$ cat config.mk
export PLATFORM = sky130hd
export DESIGN_NAME = ttvc_scale
export DESIGN_NICKNAME = d
export VERILOG_FILES = /design/src/rtl/ttvc_pkg.sv /design/src/rtl/ttvc_scale.sv
export SDC_FILE = /design/constraint.sdc
export NUM_CORES = 1
export LEC_CHECK = 0
export CAP_MARGIN = 0
export CORE_UTILIZATION = 60
export CTS_BUF_LIST = sky130_fd_sc_hd__clkbuf_16
export CTS_CLUSTER_SIZE = 30
export DETAILED_ROUTE_END_ITERATION = 8
export DONT_BUFFER_PORTS = 1
export PLACE_DENSITY = 0.79
export SKIP_LAST_GASP = 1
export SYNTH_ARGS = -nofsm -noshare
export SYNTH_HDL_FRONTEND = slang
export SYNTH_SLANG_ARGS = --single-unit
$ cat constraint.sdc
create_clock -name clk -period 31.3 [get_ports clk]
set_clock_uncertainty 0.15 [all_clocks]
set_input_delay 6.26 -clock clk [delete_from_list [all_inputs] [get_ports clk]]
set_output_delay 6.26 -clock clk [all_outputs]
set_load 0.01 [all_outputs]
$ cat src/rtl/ttvc_pkg.sv
`timescale 1ns / 1ps
// ttvc_pkg: shared types, codes and constants of the tag tracking velocity controller
// also holds the sine table angle constant; no dependencies

package ttvc_pkg;

	// control law selected per word
	localparam logic [1:0] MODE_NONE  = 2'd0;
	localparam logic [1:0] MODE_FRONT = 2'd1;
	localparam logic [1:0] MODE_TRACK = 2'd2;
	localparam logic [1:0] MODE_ZERO  = 2'd3;

	// configuration register indexes
	localparam logic [2:0] REG_GAIN_X     = 3'd0;
	localparam logic [2:0] REG_GAIN_Y     = 3'd1;
	localparam logic [2:0] REG_GAIN_TIME  = 3'd2;
	localparam logic [2:0] REG_GAIN_Z     = 3'd3;
	localparam logic [2:0] REG_GAIN_YAW   = 3'd4;
	localparam logic [2:0] REG_ALT_TARGET = 3'd5;
	localparam logic [2:0] REG_PLANAR_LIM = 3'd6;

	localparam logic [15:0] LIM_03 = 16'd9830;          // 0.3 in Q1.15
	localparam longint unsigned HALF_PI_Q30 = 64'd1686629713;

	// controls that go with one product into the scaler
	typedef struct packed {
		logic zero;   // force the command to zero
		logic track;  // bottom law scaling, else front law scaling
		logic neg;    // sign of the product
	} scale_ctl_t;

	// per-word pipeline contents
	typedef struct packed {
		logic [1:0]         mode;
		logic               yaw_lo;
		logic               yaw_hi;
		logic signed [12:0] e;
		logic signed [13:0] dz;
		logic signed [9:0]  dh;
		logic [15:0]        dt;
		logic signed [14:0] ax;
		logic signed [14:0] ay;
		logic signed [16:0] dx64;
		logic signed [16:0] dy64;
		logic [36:0]        prod_z;
		logic               neg_z;
		logic [32:0]        prod_yaw;
		logic               neg_yaw;
		logic [39:0]        tdt;
		logic [33:0]        gx1000;
		logic [33:0]        gy1000;
		logic [9:0]         h;
		logic signed [15:0] vz;
		logic signed [15:0] yaw;
		logic signed [41:0] cfront;
		logic [40:0]        cx;
		logic [40:0]        cy;
		logic [25:0]        hsx;
		logic               negsx;
		logic [25:0]        hsy;
		logic               negsy;
		logic signed [18:0] ex;
		logic signed [18:0] ey;
	} pipe_t;

endpackage

$ cat src/rtl/ttvc_scale.sv
`timescale 1ns / 1ps
// ttvc_scale: two-stage rounding divide by 512000 or 32768000 and clamp
// depends on ttvc_pkg

module ttvc_scale (
	input  logic                    clk,
	input  logic                    en,
	input  logic [58:0]             prod,
	input  ttvc_pkg::scale_ctl_t    ctl,
	input  logic [14:0]             plim,
	output logic signed [15:0]      speed
);
	import ttvc_pkg::*;

	logic [22:0] v_s1;
	scale_ctl_t  ctl_s1;

	// round, take off the power of two and saturate ahead of the divide by 125
	always_ff @(posedge clk) begin
		logic [59:0] sum;
		logic [47:0] v;
		if (en) begin
			if (ctl.track) begin
				sum = {1'b0, prod} + 60'd16384000;
				v = 48'(sum >> 18);
			end else begin
				sum = {1'b0, prod} + 60'd256000;
				v = sum[59:12];
			end
			v_s1 <= (v > 48'd4096000) ? 23'd4096000 : v[22:0];
			ctl_s1 <= ctl;
		end
	end

	always_ff @(posedge clk) begin
		logic [46:0] p;
		logic [16:0] q;
		logic [15:0] c;
		if (en) begin
			p = 47'(v_s1) * 47'd8589935;
			q = p[46:30];
			c = (q > 17'(plim)) ? 16'(plim) : q[15:0];
			if (ctl_s1.zero) begin
				speed <= '0;
			end else begin
				speed <= ctl_s1.neg ? -$signed(c) : $signed(c);
			end
		end
	end

endmodule

Word level (Yosys, flattened, before mapping)
Cells that the tools add are included.
{"block": "word_totals", "wordCells": 14, "register_bits": 41, "latchBits": 0, "ramBits": 0, "mem_bits_ro": 0, "mem_count": 0}
{"block": "op_classes", "n_reduce_logical": 0, "magnitude_cmp": 2, "n_mul": 1, "mux": 4, "n_addsub": 3, "n_shift": 0, "eq_ne": 0, "bitwise_logic": 0, "div": 0}
{"cell": "2-to-1 mux 48 bit", "count": 2}
{"cell": "adder 59 x 18 -> 60 bit (second input constant)", "count": 1}
{"cell": "adder 59 x 24 -> 60 bit (second input constant)", "count": 1}
{"cell": "> comparator 48 x 22 -> 1 bit (second input constant)", "count": 1}
{"cell": "multiplier 23 x 24 -> 47 bit (second input constant)", "count": 1}
{"cell": "2-to-1 mux 16 bit", "count": 2}
{"cell": "> comparator 17 x 15 -> 1 bit", "count": 1}
{"cell": "negator 16 bit", "count": 1}

Longest topological paths before layout
Gate-level depths: netlist of run 1.
{"block": "logic_depth", "depth_word": 5, "depth_mapped": 43}

Least setup slack after synthesis of run 1
OpenSTA, ideal clock, no wires.
{"block": "synth_path", "path_kind": "input port to flip-flop", "from": "in plim[12]", "to": "reg speed[10], data pin", "n_path_buf": 2, "arrival_time_ps": 9871, "cell_stages": 19, "setup_slack_ps": 21013, "cell_sequence": "inv_1 > ha_1 > a21o_1 > a21o_1 > a211o_1 > o31ai_1 > o22ai_1 > nor2_1 > nand3_2 > buf_2 > buf_2 > mux2i_1 > ha_1 > o21ai_0 > or4_4 > or4_4 > nand3_2 > xnor2_1 > nor2_1"}
{"block": "synth_between", "elab_chain_cells": 4}
{"element": "start: declaration", "line": "ttvc_scale.sv:10", "text": "input logic [14:0] plim,"}
{"element": "> comparator 17 x 15 -> 1 bit *", "line": "ttvc_scale.sv:42", "text": "c = (q > 17'(plim)) ? 16'(plim) : q[15:0];"}
{"element": "2-to-1 mux 16 bit *", "line": "ttvc_scale.sv:42"}
{"element": "negator 16 bit", "line": "ttvc_scale.sv:46", "text": "speed <= ctl_s1.neg ? -$signed(c) : $signed(c);"}
{"element": "2-to-1 mux 16 bit *", "line": "ttvc_scale.sv:46"}
{"element": "end signal: assignment", "line": "ttvc_scale.sv:46"}
{"element": "end: declaration", "line": "ttvc_scale.sv:11", "text": "output logic signed [15:0] speed"}
Every way passes the cells marked *; elsewhere a longest branch is shown, timed or not.
A chain may end at the register's enable or synchronous reset.

Final worst setup path of run 1
{"block": "layout_path", "from": "reg v_s1[21]", "to": "reg speed[14], data pin"}
{"block": "layout_between", "elab_chain_cells": 5}
{"element": "start: declaration", "line": "ttvc_scale.sv:15", "text": "logic [22:0] v_s1;"}
{"element": "start signal: assignment", "line": "ttvc_scale.sv:30", "text": "v_s1 <= (v > 48'd4096000) ? 23'd4096000 : v[22:0];"}
{"element": "multiplier 23 x 24 -> 47 bit *", "line": "ttvc_scale.sv:40", "text": "p = 47'(v_s1) * 47'd8589935;"}
{"element": "> comparator 17 x 15 -> 1 bit", "line": "ttvc_scale.sv:42"}
{"element": "2-to-1 mux 16 bit *", "line": "ttvc_scale.sv:42"}
{"element": "negator 16 bit", "line": "ttvc_scale.sv:46"}
{"element": "2-to-1 mux 16 bit *", "line": "ttvc_scale.sv:46"}
Marks and branches as above.

==> results.yml, run 1 <==
sta:
  worstMarginPinSlew_ns: 0.816
  period_needed_ns: 11.47
  rsz0062_at_grt: "false"
  finalMaxSlewViolations: 0
  setup_viol: 0
  finalSetupTns_ns: 0
  fmax_mhz: 87.2
  fin_crit_sh_pct: 36.7
  slew_headroom_pct: 45.5
  finalHoldViolations: 0
clock_network:
  cts_root_buf: "clkbuf_16"
  clockBufferDepth: 2
  post_cts_buffers: 0
  cts_resized: 0
  htreeDepth: 2
  cts.sinks: 41
  cts-buffers-inserted: 5
  holdBufCountCts: 0
  clk-insertion-delay-late_ns: 0.29
  cts_tree: "done"
  clk_pin_slew_ns: 0.06
worst_setup_path:
  rr_worst_depth: 36
  max_stage_delay_ns: 0.64
  cp_slowest_cell: "nand3_2"
  critical_path_required_ns: 31.19
  cp_max_fo: 37
  rrSetupSlack_ns: 19.83
  r2r-end: "speed[14]"
  path_delay_family: "adder cells"
  crit_type: "flip-flop to flip-flop"
  cp.arrival_ns: 11.36
  crit_path_start_kind: "flip-flop"
  reg2reg_from: "v_s1[21]"
  end_kind: "flip-flop"
  worst-path-stages: 36
  crit_buf_inv: 6
drt:
  dr.pass1.iters: 5
  drt-vias-per-instance: 6.01
  wirelength_mm: 31.2
  routedWlPerCell_um: 17.4
  drc: 0
  num_vias: 10798
  antenna_left: 0
  drt-initial-drc-count: 653
synthesis:
  netlist_area_sq_um: 13500
  yosysSeqAreaShare_pct: 9.09
  ys_ff_latch: 41
  avgSynthCellArea_sq_um: 8.76
  yosys.area.top_type: "ha_1"
  synthTopCellsByCount: "326 x inv_1, 256 x ha_1, 155 x fa_1, 84 x nand2_1, 82 x nor2_1"
  synth_top_area_share_pct: 23.7
  yosysMostFrequentCell: "inv_1"
  synth_cell_types: 94
  synthArstFlopShare_pct: 0
  synth-edff-count: 41
  synth.net_count: 2036
  synth_cells: 1546
  synth.area.top_cells: "ha_1 24%, fa_1 23%, edfxtp_1 9.1%"
  yosysWarnings: 0
  synthFlopType: "edfxtp_1"
placement:
  gp_congestion: 0.944
  port_buffers: 0
  dp_hpwl_mm: 27.1
floorplanning:
  die_x_um: 152
  die_h_um: 152
  die-area_sq_um: 23200
  core_area_sq_um: 22000
  ios: 95
  initial_core_util_pct: 61.7
  rows: 54
status:
  status: "complete, no violations"
layout:
  fin_nets: 2006
  antenna_cells: 0
  drive_above_1_share_pct: 4.22
  ff_latch_area_sq_um: 1230
  fillers: 1801
  multiInputGateArea_sq_um: 10900
  area_growth_pct: 2.63
global_route:
  grtUsageMet1_pct: 37.7
  grt_overflow: 0
  met2_usage_pct: 46.6
  grt_pass1_vias: 10865
  use_met3_pct: 2.82
  grt_pass1_wl_mm: 52.3
  grt_usage_pct: 27.9
  antenna_found_initial: 0
  top_usage_layer: "met2"
  grt_start_max_net_pins: 42
hold_path:
  min_to: "speed[1]"
  hp-class: "flip-flop to flip-flop"
  min_path_cells: 2
  min_from: "ctl_s1[0]"
run:
  max_cap_violations: 0
-- tightest hold or removal path: cells and delay by family (launching register included) --
family | cells | cell delay (ns)
AO/OA/AOI/OAI | 1 | 0.11
flip-flops | 1 | 0.56
AND/OR/NAND/NOR | 1 | 0.07
-- cells by family after synthesis --
group,synth area share (%)
DFF,9.09
AOI/OAI and AO/OA,11.8
xor gates and xnor gates,4.33
other,0.0277
buffers and inverters,10.4
muxes,2.32
and+or+nand+nor,15.4
adders and majority gates,46.6
-- final cells by class --
| class | instances | share of cell area [%] |
|---|---|---|
| multi-input cells | 1140 | 78.5 |
| clock inverters | 3 | 0.333 |
| inverters | 327 | 8.83 |
| well taps | 280 | 2.52 |
| flip-flops and latches | 41 | 8.86 |
| repair buffers | 1 | 0.0540 |
| clock buffers | 5 | 0.900 |
-- through the flow --
stage	instance area [sq um]	std cells	hold slack (ns)	worst slack, ns	utilization (%)
after floorplan	13500	1546	0.525	21.01	-
after global placement	13700	1789	0.672	19.98	62.5
after detailed placement	13700	1789	0.695	19.91	62.5
after CTS	13900	1797	0.698	19.88	63.3
after global routing	13900	1797	0.754	19.20	63.3
final	13900	1797	0.703	19.83	63.3
-- worst max path at each step --
stage | start | to | slack [ns]
2_1_floorplan | plim[12] | speed[10] | 21.01
3_3_place_gp | v_s1[20] | speed[14] | 19.98
3_5_place_dp | v_s1[20] | speed[14] | 19.91
4_1_cts | v_s1[20] | speed[14] | 19.88
5_1_grt | v_s1[21] | speed[14] | 19.20
6_report | v_s1[21] | speed[14] | 19.83
-- cells in the final DEF (no fill, tap or decap), drive strengths merged, types with 6 or more instances in the layout --
master and count:
edfxtp 41, and4 9, a211o 6, a31o 6, a21oi 69, mux2 11
or3 8, a211oi 10, ha 256, or2 20, fa 155, mux2i 19
nand4 32, xnor2 37, nor4 11, o21ai 47, nor2 83, and2 17
nor3 26, xor2 30, o31ai 6, o211ai 9, a21o 17, o22ai 13
nor2b 10, nand2b 7, nand3 45, inv 326, a31oi 6, nand2 86
and3 20
-- routing by layer --
layer	wire length (um)	vias to the layer above
met5	0	-
met3	1840	62
met2	14600	332
met1	13800	5239
li1	-	5165
met4	998	0
-- sequential cells by signal (all words and copies together) (netlist names) --
name and flops:
ctl_s1 2, speed 16, v_s1 23
Power of run 1 is left out: the tool's default activity adds up to more than one toggle a clock period on the data nets, which glitch-free logic cannot reach.
==> inputs of run 2 (changes only) <==
==> constraint.sdc (replaced) <==
create_clock -name clk -period 10.96 [get_ports clk]
set_clock_uncertainty 0.15 [all_clocks]
set_input_delay 2.192 -clock clk [delete_from_list [all_inputs] [get_ports clk]]
set_output_delay 2.192 -clock clk [all_outputs]
set_load 0.01 [all_outputs]
==> results.yml, run 2 (synthesized netlist as in run 1, its figures left out) <==
sta:
  finalHoldViolations: 0
  rsz0062_at_grt: "false"
  fmax_mhz: 94.9
  fin_crit_sh_pct: 96.2
  slew_headroom_pct: 42.5
  setup_viol: 0
  finalMaxSlewViolations: 0
  period_needed_ns: 10.54
  finalSetupTns_ns: 0
  worstMarginPinSlew_ns: 0.855
drt:
  drc: 0
  wirelength_mm: 32.3
  num_vias: 10884
  antenna_left: 0
  dr.pass1.iters: 5
  drt-initial-drc-count: 662
  drt-vias-per-instance: 6.00
  routedWlPerCell_um: 17.8
hold_path:
  hp-class: "flip-flop to flip-flop"
  min_path_cells: 2
  min_from: "ctl_s1[0]"
  min_to: "speed[1]"
worst_setup_path:
  path_delay_family: "adder cells"
  critical_path_required_ns: 10.86
  crit_type: "flip-flop to flip-flop"
  rr_worst_depth: 35
  cp_max_fo: 16
  max_stage_delay_ns: 0.57
  rrSetupSlack_ns: 0.42
  end_kind: "flip-flop"
  reg2reg_from: "v_s1[11]"
  r2r-end: "speed[14]"
  crit_path_start_kind: "flip-flop"
  crit_buf_inv: 3
  cp.arrival_ns: 10.44
  cp_slowest_cell: "edfxtp_1"
global_route:
  grt_usage_pct: 28.6
  grt_start_max_net_pins: 42
  grt_pass1_wl_mm: 53.3
  grt_overflow: 0
  grt_pass1_vias: 11064
  antenna_found_initial: 0
clock_network:
  cts-buffers-inserted: 5
  clk-insertion-delay-late_ns: 0.29
  cts_root_buf: "clkbuf_16"
  cts.sinks: 41
  cts_tree: "done"
  clockBufferDepth: 2
  htreeDepth: 2
  clk_pin_slew_ns: 0.07
layout:
  area_growth_pct: 3.47
  drive_above_1_share_pct: 5.34
  fin_nets: 2024
  final_cell_mix: "327 x inv_1, 256 x ha_1, 155 x fa_1"
  final_common_cell: "inv_1"
  ff_latch_area_sq_um: 1230
  regMostFlops: "v_s1"
  fillers: 1803
  top_regs: "v_s1 (23), speed (16), ctl_s1 (2)"
  antenna_cells: 0
  multiInputGateArea_sq_um: 10900
  largest_reg_flops: 23
floorplanning:
  die_x_um: 152
  core_area_sq_um: 22000
  initial_core_util_pct: 61.7
  die_h_um: 152
  rows: 54
  die-area_sq_um: 23200
  ios: 95
placement:
  gp_congestion: 0.923
  dp_hpwl_mm: 27.9
  port_buffers: 0
status:
  status: "complete, no violations"
run:
  max_cap_violations: 0
-- run 2: how the worst max path moves through the flow --
stage	startpoint	endpoint	slack (ns)	depth (start not counted)
final	v_s1[11]	speed[14]	0.42	35
after global routing	v_s1[13]	speed[14]	0.01	39
after CTS	v_s1[21]	speed[14]	0.33	34
after detailed placement	v_s1[21]	speed[14]	0.36	34
after global placement	v_s1[21]	speed[14]	0.51	34
after floorplan	v_s1[20]	speed[10]	0.94	37
-- run 2: layer usage --
metal | global-route usage, % | share of wire [%]
met4 | 10.3 | 3.3
met2 | 47.8 | 48
met1 | 37.3 | 42
met3 | 4.89 | 7.0
met5 | 0 | 0
-- run 2: layout make-up --
class	count	area share, %
Clock inverter	3	0.134
Tap cell	280	2.50
Multi-Input combinational cell	1140	77.9
Inverter	327	8.76
Timing Repair Buffer	19	1.02
Clock buffer	5	0.893
Sequential cell	41	8.79
-- run 2: timing repair --
item | in CTS | in global routing
hold buffers | 0 | 0
resized for setup | 0 | 1
buffers inserted | 0 | 10
setup endpoints to repair | 0 | 3
-- run 2: per-stage QoR --
step,setup WS [ns],cells,utilization (%),area [sq um],hold WS (ns)
floorplan,0.941,1546,-,13500,0.525
global placement,0.505,1797,62.8,13800,0.719
detailed placement,0.360,1797,62.8,13800,0.727
CTS,0.335,1805,63.4,13900,0.759
global route,0.0132,1815,63.8,14000,0.834
finish,0.421,1815,63.8,14000,0.771
-- run 2: worst min-delay path, delay by kind of cell, from the launching register on --
family	cells	cell delay [ns]
DFF	1	0.57
AOI/OAI and AO/OA	1	0.15
and+or+nand+nor	1	0.08
Power of run 2 is left out for the same reason.
==> inputs of run 3 (changes only) <==
--- a/config.mk
+++ b/config.mk
@@ -11,6 +11,7 @@
 export CTS_CLUSTER_SIZE = 30
 export DETAILED_ROUTE_END_ITERATION = 8
 export DONT_BUFFER_PORTS = 1
+export GPL_TIMING_DRIVEN = 0
 export PLACE_DENSITY = 0.79
 export SKIP_LAST_GASP = 1
 export SYNTH_ARGS = -nofsm -noshare
==> results.yml, run 3 (synthesized netlist as in run 1, its figures left out) <==
global_route:
  antenna_found_initial: 0
  grt_pass1_vias: 11292
  grt_overflow: 0
  grt_start_max_net_pins: 42
  grt_pass1_wl_mm: 54.6
  grt_usage_pct: 29.3
placement:
  post_dp_cell_area_sq_um: 13900
  dp_hpwl_mm: 28.4
  gp_congestion: 0.950
  port_buffers: 0
layout:
  final_common_cell: "inv_1"
  ff_latch_area_sq_um: 1230
  fillers: 1844
  drive_above_1_share_pct: 6.74
  largest_reg_flops: 23
  final_area_sq_um: 14300
  multiInputGateArea_sq_um: 11000
  area_growth_pct: 5.73
  antenna_cells: 0
  fin_nets: 2061
  top_regs: "v_s1 (23), speed (16), ctl_s1 (2)"
  regMostFlops: "v_s1"
  final_cell_mix: "326 x inv_1, 254 x ha_1, 155 x fa_1"
clock_network:
  clk_pin_slew_ns: 0.07
  cts_tree: "done"
  clk-insertion-delay-late_ns: 0.29
  clockBufferDepth: 2
  htreeDepth: 2
  holdBufCountCts: 0
  cts-buffers-inserted: 5
  cts.sinks: 41
  cts_root_buf: "clkbuf_16"
floorplanning:
  initial_core_util_pct: 61.7
  ios: 95
  die_x_um: 152
  core_area_sq_um: 22000
  die-area_sq_um: 23200
  die_h_um: 152
  rows: 54
sta:
  setup_viol: 0
  fmax_mhz: 93.5
  fin_crit_sh_pct: 97.5
  worstMarginPinSlew_ns: 0.823
  whs_ns: 0.580
  period_needed_ns: 10.69
  finalHoldViolations: 0
  slew_headroom_pct: 44.6
  finalMaxSlewViolations: 0
drt:
  antenna_left: 0
  drt-vias-per-instance: 5.96
  dr.pass1.iters: 5
  wirelength_mm: 33.3
  routedWlPerCell_um: 18.0
  drc: 0
  drt-initial-drc-count: 625
  num_vias: 11044
worst_setup_path:
  crit_type: "flip-flop to flip-flop"
  end_kind: "flip-flop"
  crit_path_start_kind: "flip-flop"
  max_stage_delay_ns: 0.54
  cp_max_fo: 10
  cp.arrival_ns: 10.66
  crit_path_frequent_cell: "fa_1"
  critical_path_required_ns: 10.93
  cp_slowest_cell: "fa_1"
status:
  status: "complete, no violations"
hold_path:
  hp-class: "flip-flop to flip-flop"
run:
  max_cap_violations: 0
[run 3: cell count changes in the layout (fill, tap and decap cells not counted), moves of 2 or more]
cell	previous run	this run
clkbuf_1	0	22
buf_2	0	9
buf_4	19	21
buf_6	0	2
ha_1	256	254
xor2_1	30	28
[run 3: routing by layer]
| layer | part of all wire [%] | vias up | track usage, % | routed length, um |
|---|---|---|---|---|
| met1 | 42 | 5323 | 36.6 | 13900 |
| met5 | 0 | - | 0 | 0 |
| met4 | 3.7 | 0 | 11.7 | 1220 |
| li1 | - | 5274 | - | - |
| met3 | 6.4 | 73 | 4.86 | 2140 |
| met2 | 48 | 374 | 50.6 | 16100 |
[run 3: final cells by class]
class | instances | share of cell area, %
tap | 280 | 2.45
multi-input combinational | 1140 | 76.9
clock buffer | 5 | 0.874
sequential | 41 | 8.60
buffer | 38 | 1.35
timing repair buffer | 18 | 0.944
clock inverter | 3 | 0.288
inverter | 327 | 8.57
[run 3: worst paths after layout]
kind	slack [ns]	endpoint	start	cells after the start
hold / removal	0.58	speed[1]	ctl_s1[0]	3
hold reg to reg	0.58	speed[1]	ctl_s1[0]	3
setup reg to reg	0.27	speed[12]	v_s1[22]	38
setup / recovery	0.27	speed[12]	v_s1[22]	38
[run 3: timing repair]
action | 4_1_cts | 5_1_grt
endpoints found under the setup margin | 5 | 5
resized for setup | 7 | 15
buffers inserted | 8 | 10
pin swaps | 0 | 5
[run 3: per-stage QoR]
stage	instances	setup WS, ns	setup TNS, ns	util [%]
finish	1852	0.270	0	65.2
global route	1852	-0.0733	-0.0825	65.2
CTS	1842	0.0112	0	64.4
detailed placement	1826	-0.341	-1.05	63.3
global placement	1826	-0.273	-0.761	63.3
floorplan	1546	0.941	0	-
[run 3: worst max-delay path: cells and delay by family, from the launching register on]
family                   cells  cell delay (ns)
adder cells (fa/ha/maj)     10             4.37
AO/OA/AOI/OAI               12             2.64
AND/OR/NAND/NOR              7             1.57
buffers and inverters        7             0.77
flip-flops                   1             0.53
multiplexers                 1             0.25
XOR/XNOR                     1             0.17
Power of run 3 is left out for the same reason.
